## src/hdl/upst_pkg.sv

```systemverilog
`timescale 1ns / 1ps
`default_nettype none

package upst_pkg;

    // action codes
    localparam logic [2:0] ACT_INSERT = 3'd0;
    localparam logic [2:0] ACT_REMOVE = 3'd1;
    localparam logic [2:0] ACT_FIND   = 3'd2;
    localparam logic [2:0] ACT_SORT   = 3'd3;
    localparam logic [2:0] ACT_SELECT = 3'd4;
    localparam logic [2:0] ACT_READ   = 3'd5;

    // status codes
    localparam logic [2:0] ST_OK    = 3'd0;
    localparam logic [2:0] ST_DUP   = 3'd1;
    localparam logic [2:0] ST_FULL  = 3'd2;
    localparam logic [2:0] ST_NONE  = 3'd3;
    localparam logic [2:0] ST_BADIX = 3'd4;

    // stored entry: a in bits 2..0, b in bits 5..3
    localparam int ENTRY_W = 6;
    localparam int VAL_W   = 3;
    localparam int SUM_W   = 4;

    typedef logic [VAL_W-1:0]   t_val;
    typedef logic [ENTRY_W-1:0] t_entry;
    typedef logic [SUM_W-1:0]   t_sum;

    // compare unit results
    typedef struct packed {
        logic pair_eq;
        logic val_hit;
        logic sum_gt;
        t_sum sum;
    } t_alu_res;

endpackage

`default_nettype wire

```

## src/hdl/unordered_pair_set_table_top.sv

```systemverilog
`timescale 1ns / 1ps
`default_nettype none

// channel   | handshake            | ports
// ----------+----------------------+-------------------------------------------------
// command   | start && !busy       | i_action i_pip_a i_pip_b i_match_value i_entry_index
// result    | o_strobe, one cycle  | o_status o_slot o_out_a o_out_b o_entry_count o_last
//
// all work runs on one compare unit and one table ram (one read, one write port) under a sequencer
// insert, remove, find and select scan the whole table; an undefined action answers next cycle
// sort takes one key at a time and shifts each larger entry up by one before placing the key
// select gives one word per cycle at most while the scan runs; the last word comes as busy goes low
// reset is synchronous and clears the state, the fill count and the strobe; results cannot be held off

module unordered_pair_set_table_top #(
    parameter int MAX_ENTRIES = 28
) (
    input  wire logic       i_clk,
    input  wire logic       i_rst_n,
    input  wire logic       start,
    output logic            busy,
    input  wire logic [2:0] i_action,
    input  wire logic [2:0] i_pip_a,
    input  wire logic [2:0] i_pip_b,
    input  wire logic [2:0] i_match_value,
    input  wire logic [4:0] i_entry_index,
    output logic            o_strobe,
    output logic [2:0]      o_status,
    output logic [4:0]      o_slot,
    output logic [2:0]      o_out_a,
    output logic [2:0]      o_out_b,
    output logic [4:0]      o_entry_count,
    output logic            o_last
);
    import upst_pkg::*;

    localparam int IW = (MAX_ENTRIES > 1) ? $clog2(MAX_ENTRIES) : 1;
    localparam int CW = $clog2(MAX_ENTRIES + 1);
    localparam int XW = (CW > 5) ? CW : 5;
    localparam logic [CW-1:0] FULL_CNT = CW'(MAX_ENTRIES);

    typedef enum logic [3:0] {
        S_IDLE,
        S_SCAN,
        S_SCAN_END,
        S_RM_RD,
        S_RM_WT,
        S_RM_W2,
        S_RD,
        S_RD_DAT,
        S_SRT_KEY,
        S_SRT_KEYC,
        S_SRT_PRV,
        S_SRT_CMP
    } t_state;

    t_state        r_state, n_state;
    logic [CW-1:0] r_fill, n_fill;
    logic [CW-1:0] r_ptr, n_ptr;
    logic          r_dv, n_dv;
    logic [IW-1:0] r_didx, n_didx;
    logic          r_hit, n_hit;
    logic [IW-1:0] r_hidx, n_hidx;
    t_entry        r_hent, n_hent;
    logic [2:0]    r_act, n_act;
    t_val          r_a, n_a;
    t_val          r_b, n_b;
    t_val          r_mv, n_mv;
    logic [4:0]    r_ix, n_ix;
    logic [CW-1:0] r_j, n_j;
    logic [IW-1:0] r_i, n_i;
    t_entry        r_key, n_key;
    t_sum          r_ks, n_ks;

    logic          r_strobe, n_strobe;
    logic [2:0]    r_status, n_status;
    logic [4:0]    r_slot, n_slot;
    t_val          r_oa, n_oa;
    t_val          r_ob, n_ob;
    logic [4:0]    r_cnt, n_cnt;
    logic          r_last, n_last;

    logic          ram_we;
    logic [IW-1:0] ram_waddr;
    t_entry        ram_wdata;
    logic [IW-1:0] ram_raddr;
    t_entry        ram_rdata;
    t_alu_res      alu;
    logic          issue;

    // pair table storage
    upst_ram #(
        .WIDTH (ENTRY_W),
        .DEPTH (MAX_ENTRIES),
        .AW    (IW)
    ) u_ram (
        .i_clk   (i_clk),
        .i_we    (ram_we),
        .i_waddr (ram_waddr),
        .i_wdata (ram_wdata),
        .i_raddr (ram_raddr),
        .o_rdata (ram_rdata)
    );

    // shared compare unit, always fed by the ram read word
    upst_alu u_alu (
        .i_entry   (ram_rdata),
        .i_a       (r_a),
        .i_b       (r_b),
        .i_mv      (r_mv),
        .i_key_sum (r_ks),
        .o_res     (alu)
    );

    assign issue = r_ptr < r_fill;

    // sequencer next state
    always_comb begin
        n_state  = r_state;
        n_fill   = r_fill;
        n_ptr    = r_ptr;
        n_dv     = r_dv;
        n_didx   = r_didx;
        n_hit    = r_hit;
        n_hidx   = r_hidx;
        n_hent   = r_hent;
        n_act    = r_act;
        n_a      = r_a;
        n_b      = r_b;
        n_mv     = r_mv;
        n_ix     = r_ix;
        n_j      = r_j;
        n_i      = r_i;
        n_key    = r_key;
        n_ks     = r_ks;
        n_strobe = 1'b0;
        n_status = ST_OK;
        n_slot   = '0;
        n_oa     = '0;
        n_ob     = '0;
        n_last   = 1'b1;
        ram_we    = 1'b0;
        ram_waddr = '0;
        ram_wdata = '0;
        ram_raddr = r_ptr[IW-1:0];

        case (r_state)
            S_IDLE: begin
                if (start) begin
                    n_act = i_action;
                    n_a   = i_pip_a;
                    n_b   = i_pip_b;
                    n_mv  = i_match_value;
                    n_ix  = i_entry_index;
                    n_ptr = '0;
                    n_dv  = 1'b0;
                    n_hit = 1'b0;
                    n_j   = CW'(1);
                    case (i_action)
                        ACT_INSERT, ACT_REMOVE, ACT_FIND, ACT_SELECT: n_state = S_SCAN;
                        ACT_SORT: n_state = S_SRT_KEY;
                        ACT_READ: n_state = S_RD;
                        default: begin
                            n_strobe = 1'b1;
                            n_status = ST_BADIX;
                        end
                    endcase
                end
            end

            // one read issued per cycle, compare on the word returned
            S_SCAN: begin
                if (issue) begin
                    n_ptr = r_ptr + CW'(1);
                end
                n_dv   = issue;
                n_didx = r_ptr[IW-1:0];
                if (r_dv) begin
                    if (r_act == ACT_SELECT) begin
                        if (alu.val_hit) begin
                            // previous pending hit is not the last one
                            if (r_hit) begin
                                n_strobe = 1'b1;
                                n_slot   = 5'(r_hidx);
                                n_oa     = r_hent[VAL_W-1:0];
                                n_ob     = r_hent[ENTRY_W-1:VAL_W];
                                n_last   = 1'b0;
                            end
                            n_hit  = 1'b1;
                            n_hidx = r_didx;
                            n_hent = ram_rdata;
                        end
                    end else if (alu.pair_eq) begin
                        n_hit  = 1'b1;
                        n_hidx = r_didx;
                        n_hent = ram_rdata;
                    end
                end
                if (!issue && !r_dv) begin
                    n_state = S_SCAN_END;
                end
            end

            S_SCAN_END: begin
                n_state  = S_IDLE;
                n_strobe = 1'b1;
                case (r_act)
                    ACT_INSERT: begin
                        if (r_hit) begin
                            n_status = ST_DUP;
                            n_slot   = 5'(r_hidx);
                            n_oa     = r_hent[VAL_W-1:0];
                            n_ob     = r_hent[ENTRY_W-1:VAL_W];
                        end else if (r_fill == FULL_CNT) begin
                            n_status = ST_FULL;
                        end else begin
                            ram_we    = 1'b1;
                            ram_waddr = r_fill[IW-1:0];
                            ram_wdata = {r_b, r_a};
                            n_fill    = r_fill + CW'(1);
                            n_slot    = 5'(r_fill);
                            n_oa      = r_a;
                            n_ob      = r_b;
                        end
                    end
                    ACT_REMOVE: begin
                        if (r_hit) begin
                            n_strobe = 1'b0;
                            n_fill   = r_fill - CW'(1);
                            n_state  = S_RM_RD;
                        end else begin
                            n_status = ST_NONE;
                        end
                    end
                    default: begin
                        // find and select: last hit or none
                        if (r_hit) begin
                            n_slot = 5'(r_hidx);
                            n_oa   = r_hent[VAL_W-1:0];
                            n_ob   = r_hent[ENTRY_W-1:VAL_W];
                        end else begin
                            n_status = ST_NONE;
                        end
                    end
                endcase
            end

            // remove: move the last entry into the hole, removed one to the end
            S_RM_RD: begin
                ram_raddr = r_fill[IW-1:0];
                n_state   = S_RM_WT;
            end

            S_RM_WT: begin
                ram_we    = 1'b1;
                ram_waddr = r_hidx;
                ram_wdata = ram_rdata;
                n_state   = S_RM_W2;
            end

            S_RM_W2: begin
                ram_we    = 1'b1;
                ram_waddr = r_fill[IW-1:0];
                ram_wdata = r_hent;
                n_strobe  = 1'b1;
                n_slot    = 5'(r_hidx);
                n_oa      = r_hent[VAL_W-1:0];
                n_ob      = r_hent[ENTRY_W-1:VAL_W];
                n_state   = S_IDLE;
            end

            // read by index
            S_RD: begin
                ram_raddr = IW'(r_ix);
                if (XW'(r_ix) >= XW'(r_fill)) begin
                    n_strobe = 1'b1;
                    n_status = ST_BADIX;
                    n_state  = S_IDLE;
                end else begin
                    n_state = S_RD_DAT;
                end
            end

            S_RD_DAT: begin
                n_strobe = 1'b1;
                n_slot   = r_ix;
                n_oa     = ram_rdata[VAL_W-1:0];
                n_ob     = ram_rdata[ENTRY_W-1:VAL_W];
                n_state  = S_IDLE;
            end

            // insertion sort: fetch key j
            S_SRT_KEY: begin
                ram_raddr = r_j[IW-1:0];
                if (r_j >= r_fill) begin
                    n_strobe = 1'b1;
                    n_state  = S_IDLE;
                end else begin
                    n_state = S_SRT_KEYC;
                end
            end

            S_SRT_KEYC: begin
                n_key   = ram_rdata;
                n_ks    = alu.sum;
                n_i     = r_j[IW-1:0];
                n_state = S_SRT_PRV;
            end

            // fetch the entry below the hole, or drop the key at the bottom
            S_SRT_PRV: begin
                ram_raddr = r_i - IW'(1);
                if (r_i == '0) begin
                    ram_we    = 1'b1;
                    ram_waddr = r_i;
                    ram_wdata = r_key;
                    n_j       = r_j + CW'(1);
                    n_state   = S_SRT_KEY;
                end else begin
                    n_state = S_SRT_CMP;
                end
            end

            // shift up while its sum is larger, else place the key
            S_SRT_CMP: begin
                ram_we    = 1'b1;
                ram_waddr = r_i;
                if (alu.sum_gt) begin
                    ram_wdata = ram_rdata;
                    n_i       = r_i - IW'(1);
                    n_state   = S_SRT_PRV;
                end else begin
                    ram_wdata = r_key;
                    n_j       = r_j + CW'(1);
                    n_state   = S_SRT_KEY;
                end
            end

            default: n_state = S_IDLE;
        endcase

        n_cnt = 5'(n_fill);
    end

    // state and registered outputs
    always_ff @(posedge i_clk) begin
        if (!i_rst_n) begin
            r_state  <= S_IDLE;
            r_fill   <= '0;
            r_strobe <= 1'b0;
        end else begin
            r_state  <= n_state;
            r_fill   <= n_fill;
            r_strobe <= n_strobe;
            r_ptr    <= n_ptr;
            r_dv     <= n_dv;
            r_didx   <= n_didx;
            r_hit    <= n_hit;
            r_hidx   <= n_hidx;
            r_hent   <= n_hent;
            r_act    <= n_act;
            r_a      <= n_a;
            r_b      <= n_b;
            r_mv     <= n_mv;
            r_ix     <= n_ix;
            r_j      <= n_j;
            r_i      <= n_i;
            r_key    <= n_key;
            r_ks     <= n_ks;
            r_status <= n_status;
            r_slot   <= n_slot;
            r_oa     <= n_oa;
            r_ob     <= n_ob;
            r_cnt    <= n_cnt;
            r_last   <= n_last;
        end
    end

    assign busy          = (r_state != S_IDLE);
    assign o_strobe      = r_strobe;
    assign o_status      = r_status;
    assign o_slot        = r_slot;
    assign o_out_a       = r_oa;
    assign o_out_b       = r_ob;
    assign o_entry_count = r_cnt;
    assign o_last        = r_last;

    // fill count never passes the table size
    a_fill_bound: assert property (@(posedge i_clk) disable iff (!i_rst_n)
        r_fill <= FULL_CNT)
        else $error("fill count above table size");

    // fill count moves by at most one per cycle
    a_fill_step: assert property (@(posedge i_clk) disable iff (!i_rst_n)
        (r_fill == $past(r_fill)) || (r_fill == $past(r_fill) + CW'(1))
        || (r_fill == $past(r_fill) - CW'(1)))
        else $error("fill count jumped");

    // a word that is not the last keeps the block busy
    a_more_words: assert property (@(posedge i_clk) disable iff (!i_rst_n)
        (o_strobe && !o_last) |-> busy)
        else $error("partial result with block idle");

    // an accepted command either starts work or answers at once
    a_accept: assert property (@(posedge i_clk) disable iff (!i_rst_n)
        (start && !busy) |=> (busy || o_strobe))
        else $error("command dropped");

endmodule

`default_nettype wire

```

## src/hdl/upst_ram.sv

```systemverilog
`timescale 1ns / 1ps
`default_nettype none

module upst_ram #(
    parameter int WIDTH = 6,
    parameter int DEPTH = 28,
    parameter int AW    = (DEPTH > 1) ? $clog2(DEPTH) : 1
) (
    input  wire logic             i_clk,
    input  wire logic             i_we,
    input  wire logic [AW-1:0]    i_waddr,
    input  wire logic [WIDTH-1:0] i_wdata,
    input  wire logic [AW-1:0]    i_raddr,
    output logic      [WIDTH-1:0] o_rdata
);

    logic [WIDTH-1:0] r_mem [DEPTH];

    // one write port, registered read port
    always_ff @(posedge i_clk) begin
        if (i_we) begin
            r_mem[i_waddr] <= i_wdata;
        end
        o_rdata <= r_mem[i_raddr];
    end

endmodule

`default_nettype wire

```

## src/hdl/upst_alu.sv

```systemverilog
`timescale 1ns / 1ps
`default_nettype none

module upst_alu (
    input  wire logic [5:0]          i_entry,
    input  wire logic [2:0]          i_a,
    input  wire logic [2:0]          i_b,
    input  wire logic [2:0]          i_mv,
    input  wire logic [3:0]          i_key_sum,
    output upst_pkg::t_alu_res       o_res
);
    import upst_pkg::*;

    t_val x;
    t_val y;

    assign x = i_entry[VAL_W-1:0];
    assign y = i_entry[ENTRY_W-1:VAL_W];

    // pair match in either order, value match in either half, sum compare
    always_comb begin
        o_res.pair_eq = ((x == i_a) && (y == i_b)) || ((x == i_b) && (y == i_a));
        o_res.val_hit = (x == i_mv) || (y == i_mv);
        o_res.sum     = {1'b0, x} + {1'b0, y};
        o_res.sum_gt  = o_res.sum > i_key_sum;
    end

endmodule

`default_nettype wire

```

## config.mk

```make
export PLATFORM = sky130hd
export DESIGN_NAME = unordered_pair_set_table_top
export DESIGN_NICKNAME = d
export VERILOG_FILES = /design/src/hdl/upst_pkg.sv /design/src/hdl/unordered_pair_set_table_top.sv /design/src/hdl/upst_ram.sv /design/src/hdl/upst_alu.sv
export SDC_FILE = /design/constraint.sdc
export NUM_CORES = 1
export LEC_CHECK = 0
export BUFFER_PORTS_ARGS = -buffer_cell sky130_fd_sc_hd__buf_2
export CAP_MARGIN = 40
export CORE_MARGIN = 5
export CORE_UTILIZATION = 60
export CTS_CLUSTER_SIZE = 28
export DETAILED_ROUTE_END_ITERATION = 10
export PLACE_DENSITY_LB_ADDON = 0.1
export SETUP_SLACK_MARGIN = 0.1
export SYNTH_ARGS = -nofsm -noshare
export SYNTH_HDL_FRONTEND = slang
export SYNTH_SLANG_ARGS = --single-unit
```

## constraint.sdc

```tcl
create_clock -name i_clk -period 7.85 [get_ports i_clk]
set_input_delay 0.785 -clock i_clk [delete_from_list [all_inputs] [get_ports i_clk]]
set_output_delay 0.785 -clock i_clk [all_outputs]
set_load 0.005 [all_outputs]
```

=== Word level (Yosys, flattened, before mapping) ===
Memory sizes are Yosys's and may differ from the RTL's. A register that Yosys moved wholly into a read port is not among the register bits.
Index checks and enable logic that the tools add are counted.

* Flip-flop bits (word level): 90
* Input port bits: 20
* Memories kept: 1
* Bits in writable memories: 168
* Memory bits (read-only): 0
* Bits in latches: 0

{| class="wikitable"
|+ Memories
! name !! depth !! bits a word !! rd ports !! clocked after memory_dff !! write ports !! RTL line !! source
|-
| u_ram.r_mem || 28 || 6 || 1 || 1 || 1 || upst_ram.sv:17 || <nowiki>logic [WIDTH-1:0] r_mem [DEPTH];</nowiki>
|}

* Reduce and logical (&&, ||, !) cells: 31
* Equal/unequal tests: 36
* $add $sub $neg: 6
* Multiply operators: 0
* Shift-type cells: 0
* Divide/modulo/power cells: 0
* Magnitude comparators: 4
* Mux-type cells: 98
* Bitwise operators: 0

{| class="wikitable"
|+ Operators with widths
! kind !! count
|-
| $mux 5 || 22
|-
| $mux 3 || 17
|-
| $mux 6 || 8
|-
| $pmux 4 s10 || 1
|-
| $pmux 5 s2 || 4
|-
| $pmux 5 s4 || 2
|-
| $pmux 6 s5 || 1
|-
| $pmux 5 s5 || 1
|-
| $pmux 3 s4 || 2
|-
| $mux 1 || 21
|-
| $eq 3x3->1 || 6
|-
| $eq 4x3->1 const B || 4
|-
| $eq 4x4->1 const B || 4
|-
| $ne 2x2->1 const B || 8
|-
| $add 5x1->5 const B || 3
|-
| $pmux 5 s3 || 1
|-
| $mux 2 || 7
|-
| $mux 4 || 3
|-
| $pmux 3 s2 || 2
|-
| $pmux 4 s3 || 1
|-
| $reduce_and 3->1 || 4
|-
| $ge 5x5->1 || 2
|-
| $reduce_and 5->1 || 2
|-
| $sub 5x1->5 const B || 2
|-
| 31 further kinds || 47
|}

=== Logic depth before layout (Yosys ltp) ===
Gate-level depths: netlist of run 1.

* Depth after elaboration: 7
* Gate-level depth with buffers: 13
* Depth with buffers taken out: 11

=== Hierarchy ===
A second synthesis of run 1 with hierarchy kept.

* Cells, all modules: 848
* Area, all modules: 12106.6 sq um

{| class="wikitable"
|+ By module, submodules not included
! module !! seq. area each (sq um) !! cells an instance !! area each (sq um) !! times used
|-
| upst_ram || 5165.0 || 371 || 6879.1 || 1
|-
| unordered_pair_set_table_top || 2602.5 || 428 || 4844.6 || 1
|-
| upst_alu || 0.0 || 49 || 382.9 || 1
|}

=== Least setup slack after synthesis of run 1 ===
No wires, ideal clock.

* Path kind: reg2reg
* Start point: register u_ram.o_rdata[0] (read register of u_ram.r_mem)
* End point: memory u_ram.r_mem[0][0] (data pin)
* Data arrival time: 2.617 ns
* Stages on the path, launching flop included: 12
* Data required time: 7.474 ns
* Path slack: 4.857 ns
* Setup time: 0.376 ns
* Cell sequence: dfxtp_1 > ha_1 > fa_1 > ha_1 > nor2b_1 > o21a_1 > o21a_1 > o21ai_0 > nand2_1 > nand2_1 > a222oi_1 > nand2_1

{| class="wikitable"
|+ RTL lines
! element !! RTL line !! source
|-
| start, declared || upst_ram.sv:14 || <nowiki>output logic [WIDTH-1:0] o_rdata</nowiki>
|-
| end, declared || upst_ram.sv:17 ||
|}

==> results of run 1 <==
==> report_power, final <==
part | internal [mW] | switching [mW] | total (mW)
sequential | 1.64 | 0.150 | 1.79
clock | 0.798 | 0.520 | 1.32
combinational | 0.363 | 0.522 | 0.885
total | 2.80 | 1.19 | 4.00
==> logic make-up after synthesis <==
logic type,share of synthesized area [%]
compound gates,10.9
xor+xnor,2.24
fa+ha+maj,3.26
buf+inv,2.99
flops,64.1
mux,4.92
simple gates,11.6
==> through the flow <==
step | instance area, um^2 | cells | utilization, %
floorplan | 12100 | 918 | -
global placement | 12500 | 1192 | 62.3
detailed placement | 12600 | 1201 | 63.0
CTS | 13500 | 1250 | 67.5
global route | 13500 | 1251 | 67.6
finish | 13500 | 1251 | 67.6
==> layout make-up <==
type | count | area (um^2)
well taps | 270 | 338
repair buffers | 58 | 410
multi-input cells | 580 | 4010
clock inverters | 16 | 214
clock buffers | 33 | 698
flip-flops and latches | 264 | 7770
inverters | 30 | 113
fillers | 1497 | 6490
==> how the worst max path moves through the flow <==
stage | depth (start not counted) | to | slack, ps | start
final | 12 | u_ram.r_mem[7][2] | 3590 | u_ram.o_rdata[3]
after floorplan | 11 | u_ram.r_mem[0][0] | 4860 | u_ram.o_rdata[0]
after global placement | 11 | u_ram.r_mem[15][1] | 3510 | u_ram.o_rdata[3]
after detailed placement | 11 | u_ram.r_mem[7][3] | 3420 | u_ram.o_rdata[3]
after CTS | 11 | u_ram.r_mem[7][3] | 3440 | u_ram.o_rdata[3]
after global routing | 12 | u_ram.r_mem[0][2] | 3500 | u_ram.o_rdata[3]
==> per-layer routing <==
layer / global-route usage [%] / vias to the layer above / share of wire, % / routed length (um)
li1: - / 3592 / - / -
met1: 36.8 / 3941 / 44 / 12600
met2: 37.6 / 363 / 46 / 13200
met3: 4.55 / 31 / 8.5 / 2440
met4: 4.11 / 0 / 0.96 / 273
met5: 0 / - / 0 / 0
==> registers in the layout, indices dropped and copies added, names as in the netlist, 3 cells and up <==
signal / count
r_ks: 4
o_entry_count: 5
o_status: 3
u_ram.o_rdata: 6
o_out_b: 3
r_a: 3
r_hent: 6
r_fill: 5
r_act: 3
r_ix: 5
r_i: 5
r_ptr: 5
r_state: 4
r_hidx: 5
r_b: 3
o_out_a: 3
r_key: 6
r_mv: 3
u_ram.r_mem: 168
r_didx: 5
o_slot: 5
r_j: 5
==> worst reg2reg max path: stages, from the launching register on <==
cell and delay, ps:
dfxtp_1 670, ha_1 290, fa_1 450, ha_1 310, nor2b_1 140, o21a_1 160, o21a_1 160, o21ai_0 510
nand2_1 160, nand2_1 290, a222oi_1 200, nand2_1 520, buf_8 240
==> synthesized netlist by cell type (all sizes together), types with 3 or more instances <==
master	n	area [um^2]
nor4	5	37.5
a22o	7	61.3
or2	4	25.0
nor3b	4	30.0
o311ai	3	43.8
a21o	14	105
a21boi	3	22.5
nand2b	14	87.6
nor3	11	55.1
xor2	15	131
ha	30	375
a22oi	5	37.5
buf	32	205
edfxtp	248	7450
and2	8	50.1
a31oi	6	37.5
a32o	12	120
o21ai	30	150
nor2	58	220
nand2	126	473
nand3b	6	45.0
mux4	10	225
dfxtp	16	320
a221oi	7	61.3
xnor2	16	140
nor2b	9	56.3
a211oi	4	35.0
a222oi	17	170
a21oi	36	180
nand3	22	115
clkbuf	12	45.0
o22ai	13	81.3
inv	30	113
nand4	6	37.5
and3	6	37.5
mux2i	37	370
a311oi	4	60.1
==> metrics.cfg, run 1 <==
[clocking]
htreeDepth = 1
cts_buffers = 27
path_clk_slew_ps = 60
root_buffer = clkbuf_16
cts_sinks = 264
cts_setup_buffers = 0
clk_path_buf_depth = 3
tritoncts = yes
ctsHoldBuffers = 0
ctsResizeCount = 0
worstSkewPairLatency_ps = 530

[run]
drv_cap = 0

[routing]
dr.pass1.iters = 6
drt_wl_total_um = 28500
avgRoutedWirePerCell_um = 22.8
antenna_left = 0
avgViaCountPerCell = 6.34
vias = 7927
drtIter0Drc = 1036
drc_errors = 0

[sta]
worstMarginPinSlew_ps = 948
finalSetupViolCount = 0
finalCritPeriodShare_pct = 54.3
skew_ps = 7.84
fmax_mhz = 235
timing.slew.headroom_pct = 36.5
rsz0062_at_grt = false
fin_crit_ps = 4260
fin_setup_tns_ps = 0
hold_viol_final = 0
setup_slack_ps = 3590
worst_hold_slack_ps = 426
slew_violations = 0

[synth]
synthFlopType = edfxtp_1
syn_area_per_cell_um2 = 13.2
async_flop_share_pct = 0
syn_nets = 969
synth-edff-count = 248
synth_cells = 918
synth_warnings = 0
seq_area_frac_synth_pct = 64.1
yosysUniqueCellTypes = 72
netlist_area_um2 = 12100
ys_ff_latch = 264

[placement]
hpwl_um = 19800
place_ws_ps = 3420
numPortBuffers = 41
gp_congestion = 0.907

[setup_path]
path_cells = ha_1 -> fa_1 -> ha_1 -> nor2b_1 -> o21a_1 -> o21a_1 -> o21ai_0 -> nand2_1 -> nand2_1 -> a222oi_1 -> nand2_1 -> buf_8
start_kind = flop
cp_max_fo = 16
critPathBufInv = 1
endpoint_kind = flop
reg2reg_depth = 12
reg2reg_slack_ps = 3590
critPathSlowestCell = dfxtp_1
critPathTopFamily = simple AND/OR/NAND/NOR gates
cp_common_cell = nand2_1
cp_data_arrival_time_ps = 4640
required_ps = 8230
crit_type = reg -> reg
r2r_start = u_ram.o_rdata[3]
crit_path_max_incr_delay_ps = 670
r2r-end = u_ram.r_mem[7][2]

[min_path]
hold_class = in -> reg
min_path_cells = 1
hp-start = i_entry_index[1]
whs_endpoint = r_ix[1]

[power_and_ir_drop]
p_per_area_nw_per_um2 = 295
power.total_mw = 4.00
vdd_ir_drop_max_mv = 0.211
leakagePower_nw = 4.88

[outcome]
status = completed

[global_routing]
track_usage_pct = 24.2
antenna_found_initial = 0
grt_max_degree = 63
first_global_vias = 7669
gr-total-overflow = 0
grt_pass1_wl_um = 44400

[cells_and_area]
layout_common_cells = edfxtp_1, nand2_1, nor2_1, buf_2, mux2i_1
diodes = 0
drive_gt1_share_pct = 12.6
nets = 1012
final_common_cell = edfxtp_1
area_growth_pct = 11.8

[die]
row_count = 52
coreArea_um2 = 20000
die_h_um = 152
fp.dieW_um = 152
pin_count = 42
design.die.area_um2 = 23100
start_util_pct = 60.5

Power figures use the tool's default switching activity.
==> run 2, diff against run 1 <==
CORE_UTILIZATION = 56   (was 60)
clock period = 3.6 ns   (was 7.85 ns; I/O delays follow)
==> run 2 against run 1 <==
Utilization decreased by 1.8 points. Clock-buffer cell count grew 1. Non-clock buffer count increased by 51. Worst hold slack worse by 410 ps. Critical path type unchanged. Critical endpoint is now u_ram.r_mem[3][1]. Largest power group unchanged. Highest routed layer unchanged.
==> metrics.cfg, run 2 (synthesis gave the netlist of run 1 again) <==
[outcome]
status = completed

[power_and_ir_drop]
power_switching_mw = 2.60  ; +120%
vdd_ir_drop_max_mv = 0.356  ; +69%
power.total_mw = 8.67  ; +120%
sw_frac_of_total_pct = 30.0  ; +0.20 points
p_per_area_nw_per_um2 = 623  ; +110%
power_frac_clock_pct = 31.3  ; -1.7 points
pwr-share-seq_pct = 43.5  ; -1.4 points
comb_power_share_pct = 25.2  ; +3.1 points
internal_power_mw = 6.07  ; +120%
leakagePower_nw = 5.09  ; +4.3%

[sta]
hold_viol_final = 0  ; unchanged
finalSetupViolCount = 0  ; unchanged
setup_slack_ps = 166  ; -3420 ps
fin_setup_tns_ps = 0  ; unchanged
slew_violations = 0  ; unchanged
timing.slew.headroom_pct = 39.0  ; +2.5 points
finalCritPeriodShare_pct = 95.4  ; +41 points
fin_crit_ps = 3430  ; -826 ps
rsz0062_at_grt = true
fmax_mhz = 291  ; +24%
worst_hold_slack_ps = 14.4  ; -411 ps
skew_ps = 11.0  ; +3.21 ps
worstMarginPinSlew_ps = 912  ; -36.6 ps

[setup_path]
crit_start = u_ram.o_rdata[0]
r2r_start = u_ram.o_rdata[0]
cp_data_arrival_time_ps = 3740  ; -900 ps
endpoint_kind = flop
cp-endpoint = u_ram.r_mem[3][1]
reg2reg_depth = 12  ; unchanged
reg2reg_slack_ps = 170  ; -3420 ps
crit_type = reg -> reg
r2r-end = u_ram.r_mem[3][1]
required_ps = 3910  ; -4320 ps
start_kind = flop
cp_max_fo = 28  ; +12

[min_path]
hold_class = in -> reg
min_path_cells = 1  ; unchanged
hp-start = i_match_value[1]

[routing]
avgRoutedWirePerCell_um = 22.1  ; -3.1%
drt_wl_total_um = 28900  ; +1.3%
avgViaCountPerCell = 6.15  ; -3.0%
vias = 8041  ; +1.4%
dr.pass1.iters = 8  ; +2
drc_errors = 0  ; unchanged
drtIter0Drc = 950  ; -8.3%
antenna_left = 0  ; unchanged

[cells_and_area]
fillCellCount = 1542  ; +3.0%
final_common_cell = edfxtp_1
diodes = 0  ; unchanged
drive_gt1_share_pct = 16.4  ; +3.7 points
multi_input_area_um2 = 4020  ; +0.31%
largest_register_ffs = 168  ; unchanged
nets = 1063  ; +5.0%
final_area_um2 = 13900  ; +2.8%
largest_register = u_ram.r_mem
regArea_um2 = 7770  ; about the same
utilization_pct = 65.8  ; -1.8 points
area_growth_pct = 14.9
fin_cells = 1308  ; +4.6%
layout_common_cells = edfxtp_1, nand2_1, nor2_1, buf_4, buf_2

[global_routing]
first_global_vias = 7978  ; +4.0%
grt_max_degree = 63  ; unchanged
antenna_found_initial = 0  ; unchanged
track_usage_pct = 23.8  ; -0.36 points
grt_pass1_wl_um = 45500  ; +2.5%
gr-total-overflow = 0  ; unchanged

[placement]
place_ws_ps = -74.7  ; -3490 ps
hpwl_um = 19700  ; -0.67%
numPlacedInstances = 1243  ; +3.5%
numPortBuffers = 41  ; unchanged
gp_congestion = 0.933  ; +2.8%
placedInstanceArea_um2 = 12900  ; +2.1%

[die]
coreArea_um2 = 21200  ; +5.6%
die_h_um = 157  ; +3.3%
start_util_pct = 57.3  ; -3.2 points
row_count = 53  ; +1.9%
design.die.area_um2 = 24700  ; +6.7%
fp.dieW_um = 157  ; +3.3%
pin_count = 42  ; unchanged

[clocking]
htreeDepth = 1  ; unchanged
cts_sinks = 264  ; unchanged
tritoncts = yes
cts_buffers = 27  ; unchanged
root_buffer = clkbuf_16
worstSkewPairLatency_ps = 530  ; about the same
path_clk_slew_ps = 60  ; about the same
clk_path_buf_depth = 3  ; unchanged

[run]
drv_cap = 0  ; unchanged

run 2: power by group through the flow:
stage / sequential, mW / combinational [mW] / clock (mW)
finish: 3.77 / 2.18 / 2.72
global route: 3.79 / 2.38 / 2.91
CTS: 3.77 / 2.16 / 2.76
detailed placement: 3.83 / 2.13 / 0
global placement: 3.83 / 2.05 / 0
floorplan: 3.77 / 1.48 / 0
run 2: cell type report:
cell class              instances  share of cell area, %
flip-flops and latches        264                   55.8
multi-input cells             580                   28.9
repair buffers                109                   5.77
clock buffers                  34                   5.26
well taps                     275                   2.47
clock inverters                16                  0.998
inverters                      30                  0.809
run 2: timing repair:
action                                  4_1_cts  5_1_grt
gates resized for setup                       2        8
setup buffers                                 0        2
endpoints found under the setup margin      168      222
endpoints found under the hold margin        13        0
hold buffers                                 13        0
pin swaps                                     0        2
cloned                                        0        0
run 2: how the worst min path moves through the flow:
| stage | to | slack, ps |
|---|---|---|
| final | r_mv[1] | 10 |
| after global routing | r_mv[1] | 7 |
| after CTS | r_mv[1] | 2 |
| after detailed placement | r_hidx[0] | 460 |
| after global placement | r_hidx[0] | 460 |
| after floorplan | r_hidx[0] | 400 |
run 2: critical path, cell delays in order (launching register included):
cell and delay [ps]:
dfxtp_1 310, ha_1 230, fa_1 470, ha_1 300, nor2b_1 140, o21a_1 170
o21a_1 160, o21ai_1 370, nand2_1 150, nand2_1 280, a222oi_1 190, nand2_1 100
buf_4 330
run 2: layer usage:
metal,vias to the layer above,GRT usage (%),routed length (um)
met2,345,36.9,13200
met5,-,0,0
met4,0,5.53,521
met1,3965,35.8,12900
met3,45,4.15,2270
li1,3686,-,-
==> run 3, diff against run 2 <==
ABC_AREA = 1   (was default)
==> run 3 against run 2 <==
Highest routed layer unchanged. Global-route usage increased by 0.59 points. Largest cell class unchanged. Sequential share of layout area decreased by 2.5 points. Fmax increased by 9.4%. Worst setup slack improved by 290 ps. Routed wire length increased by 8.7%. Non-clock buffer count decreased by 24. Clock power increased by 8.8%. Critical endpoint is now u_ram.r_mem[27][4].
==> metrics.cfg, run 3 <==
[clocking]
path_clk_slew_ps = 60  ; about the same
cts_buffers = 27  ; unchanged
root_buffer = clkbuf_16
cts_setup_buffers = 0  ; unchanged
htreeDepth = 1  ; unchanged
worstSkewPairLatency_ps = 540  ; about the same
clk_path_buf_depth = 3  ; unchanged
tritoncts = yes
cts_sinks = 264  ; unchanged

[setup_path]
critPathTopFamily = compound AO/OA/AOI/OAI gates
cp_data_arrival_time_ps = 3380  ; -360 ps
crit_type = reg -> reg
endpoint_kind = flop
reg2reg_depth = 12  ; unchanged
reg2reg_slack_ps = 460  ; +290 ps
cp_common_cell = nand2_1
r2r-end = u_ram.r_mem[27][4]
critPathSlowestCell = dfxtp_1
path_cells = ha_1 -> a21oi_1 -> nand2_1 -> ha_1 -> nand2_1 -> o31ai_1 -> inv_1 -> nand2_1 -> nand2_1 -> a22oi_1 -> nand3_1 -> buf_4
critPathBufInv = 2  ; +1
start_kind = flop
required_ps = 3840  ; -70 ps
cp_max_fo = 28  ; unchanged
crit_path_max_incr_delay_ps = 510  ; +40 ps
r2r_start = u_ram.o_rdata[2]

[routing]
drc_errors = 0  ; unchanged
drt_wl_total_um = 31400  ; +8.7%
vias = 9525  ; +18%
avgRoutedWirePerCell_um = 18.6  ; -16%
avgViaCountPerCell = 5.64  ; -8.3%
dr.pass1.iters = 6  ; -2
drtIter0Drc = 1119  ; +18%
antenna_left = 0  ; unchanged

[cells_and_area]
drive_gt1_share_pct = 10.6  ; -5.8 points
largest_register_ffs = 168  ; unchanged
final_common_cell = nand2_1
regArea_um2 = 7770  ; about the same
area_growth_pct = 13.1
nets = 1436  ; +35%
largest_register = u_ram.r_mem
fillCellCount = 1839  ; +19%
layout_common_cells = nand2_1, edfxtp_1, nand3_1, inv_1, nor2_1
diodes = 0  ; unchanged
multi_input_area_um2 = 4190  ; +4.3%
final_area_um2 = 14600  ; +4.7%

[run]
drv_cap = 0  ; unchanged

[die]
start_util_pct = 56.9  ; -0.39 points
pin_count = 42  ; unchanged
row_count = 55  ; +3.8%
die_h_um = 162  ; +2.9%
coreArea_um2 = 22600  ; +7.0%
fp.dieW_um = 162  ; +2.9%
design.die.area_um2 = 26100  ; +5.9%

[global_routing]
first_global_vias = 9307  ; +17%
track_usage_pct = 24.4  ; +0.59 points
antenna_found_initial = 0  ; unchanged
gr-total-overflow = 0  ; unchanged
grt_pass1_wl_um = 50600  ; +11%
grt_max_degree = 76  ; +21%

[synth]
synth-simple-area-share_pct = 22.8  ; +11 points
ys_ff_latch = 264  ; unchanged
synthFlopType = edfxtp_1
synth-edff-count = 248  ; unchanged
async_flop_share_pct = 0  ; unchanged
seq_area_frac_synth_pct = 60.3  ; -3.8 points
syn_area_per_cell_um2 = 9.78  ; -26%
yosysUniqueCellTypes = 45  ; -38%
synth_warnings = 0  ; unchanged
syn_nets = 1368  ; +41%
synthTopCellsByArea = edfxtp_1, nand3_1, nand2_1
synth.area.mux_share_pct = 0  ; -4.9 points
synth_top_area_share_pct = 57.8  ; -3.6 points
synth_common_cells = nand2_1, edfxtp_1, nand3_1
synthAdderAreaFrac_pct = 3.07  ; -0.19 points
synthXorXnorAreaFrac_pct = 1.43  ; -0.81 points
synth_compound_area_share_pct = 5.12  ; -5.7 points
yosysTopAreaCell = edfxtp_1
synth_cells = 1317  ; +43%
synth_top_family_by_area = simple AND/OR/NAND/NOR gates
netlist_area_um2 = 12900  ; +6.3%
yosysMostFrequentCell = nand2_1

[placement]
numPortBuffers = 41  ; unchanged
hpwl_um = 21400  ; +8.6%
placedInstanceArea_um2 = 13500  ; +4.9%
gp_congestion = 0.945  ; +1.3%
place_ws_ps = 493  ; +568 ps

[power_and_ir_drop]
vdd_ir_drop_max_mv = 0.452  ; +27%
leakagePower_nw = 6.07  ; +19%
p_per_area_nw_per_um2 = 603  ; -3.2%
power.total_mw = 8.79  ; +1.3%

[sta]
fin_crit_ps = 3140  ; -295 ps
hold_viol_final = 0  ; unchanged
setup_slack_ps = 461  ; +295 ps
fin_setup_tns_ps = 0  ; unchanged
slew_violations = 0  ; unchanged
timing.slew.headroom_pct = 43.3  ; +4.3 points
finalCritPeriodShare_pct = 87.2  ; -8.2 points
rsz0062_at_grt = false
skew_ps = 10.7  ; -0.329 ps
worstMarginPinSlew_ps = 850  ; -61.3 ps
fmax_mhz = 319  ; +9.4%
finalSetupViolCount = 0  ; unchanged

[min_path]
hp-start = i_match_value[0]
min_path_cells = 1  ; unchanged
whs_endpoint = r_mv[0]
hold_class = in -> reg

[outcome]
status = completed

run 3: worst reg2reg max path, cell delays in order, from the launching register on:
cell and delay [ps]:
dfxtp_1 510, ha_1 340, a21oi_1 160, nand2_1 80, ha_1 290, nand2_1 60, o31ai_1 390, inv_1 110
nand2_1 140, nand2_1 200, a22oi_1 210, nand3_1 90, buf_4 240
run 3: power breakdown:
group	leakage (nW)	switching (mW)	internal, mW
clock	0.467	1.13	1.83
sequential	2.33	0.149	3.56
combinational	3.27	1.43	0.692
total	6.07	2.71	6.08
run 3: worst max path at each step:
stage | cells after the start | end | slack [ps] | startpoint
6_report | 12 | u_ram.r_mem[27][4] | 460 | u_ram.o_rdata[2]
5_1_grt | 12 | u_ram.r_mem[16][3] | 170 | u_ram.o_rdata[2]
4_1_cts | 12 | u_ram.r_mem[11][4] | 500 | u_ram.o_rdata[2]
3_5_place_dp | 12 | u_ram.r_mem[21][1] | 490 | u_ram.o_rdata[2]
3_3_place_gp | 12 | u_ram.r_mem[16][1] | 610 | u_ram.o_rdata[2]
2_1_floorplan | 9 | r_i[0] | 520 | u_ram.o_rdata[0]
run 3: layout make-up:
| type | instances | area share [%] |
|---|---|---|
| Clock buffer | 35 | 5.19 |
| Clock inverter | 14 | 1.36 |
| Inverter | 194 | 5.00 |
| Multi-Input combinational cell | 813 | 28.8 |
| Sequential cell | 264 | 53.3 |
| Tap cell | 285 | 2.45 |
| Timing Repair Buffer | 85 | 3.93 |
run 3: cells by family (layout without fill, tap and decap cells):
| logic type | count (synthesis) | after routing |
|---|---|---|
| AOI/OAI and AO/OA | 104 | 104 |
| xor gates and xnor gates | 21 | 21 |
| adders and majority gates | 31 | 31 |
| buffers and inverters | 240 | 328 |
| DFF | 264 | 264 |
| and+or+nand+nor | 657 | 657 |
run 3: repair_timing:
item	in CTS	in global routing
hold endpoints to repair	10	0
resized for setup	0	0
hold buffers	10	0
endpoints found under the setup margin	0	0
run 3: metal layers:
metal / track usage [%] / wire length [um] / vias up
met5: 0 / 0 / -
met4: 6.42 / 786 / 0
met3: 4.14 / 2510 / 63
met2: 39.2 / 14400 / 356
met1: 35.1 / 13700 / 4492
li1: - / - / 4614
run 3: metrics by stage:
stage / util (%) / hold slack [ps] / instances
floorplan: - / 400 / 1317
global placement: 59.7 / 448 / 1631
detailed placement: 59.7 / 441 / 1631
CTS: 64.3 / 0.131 / 1690
global route: 64.3 / 5.62 / 1690
finish: 64.3 / 8.97 / 1690
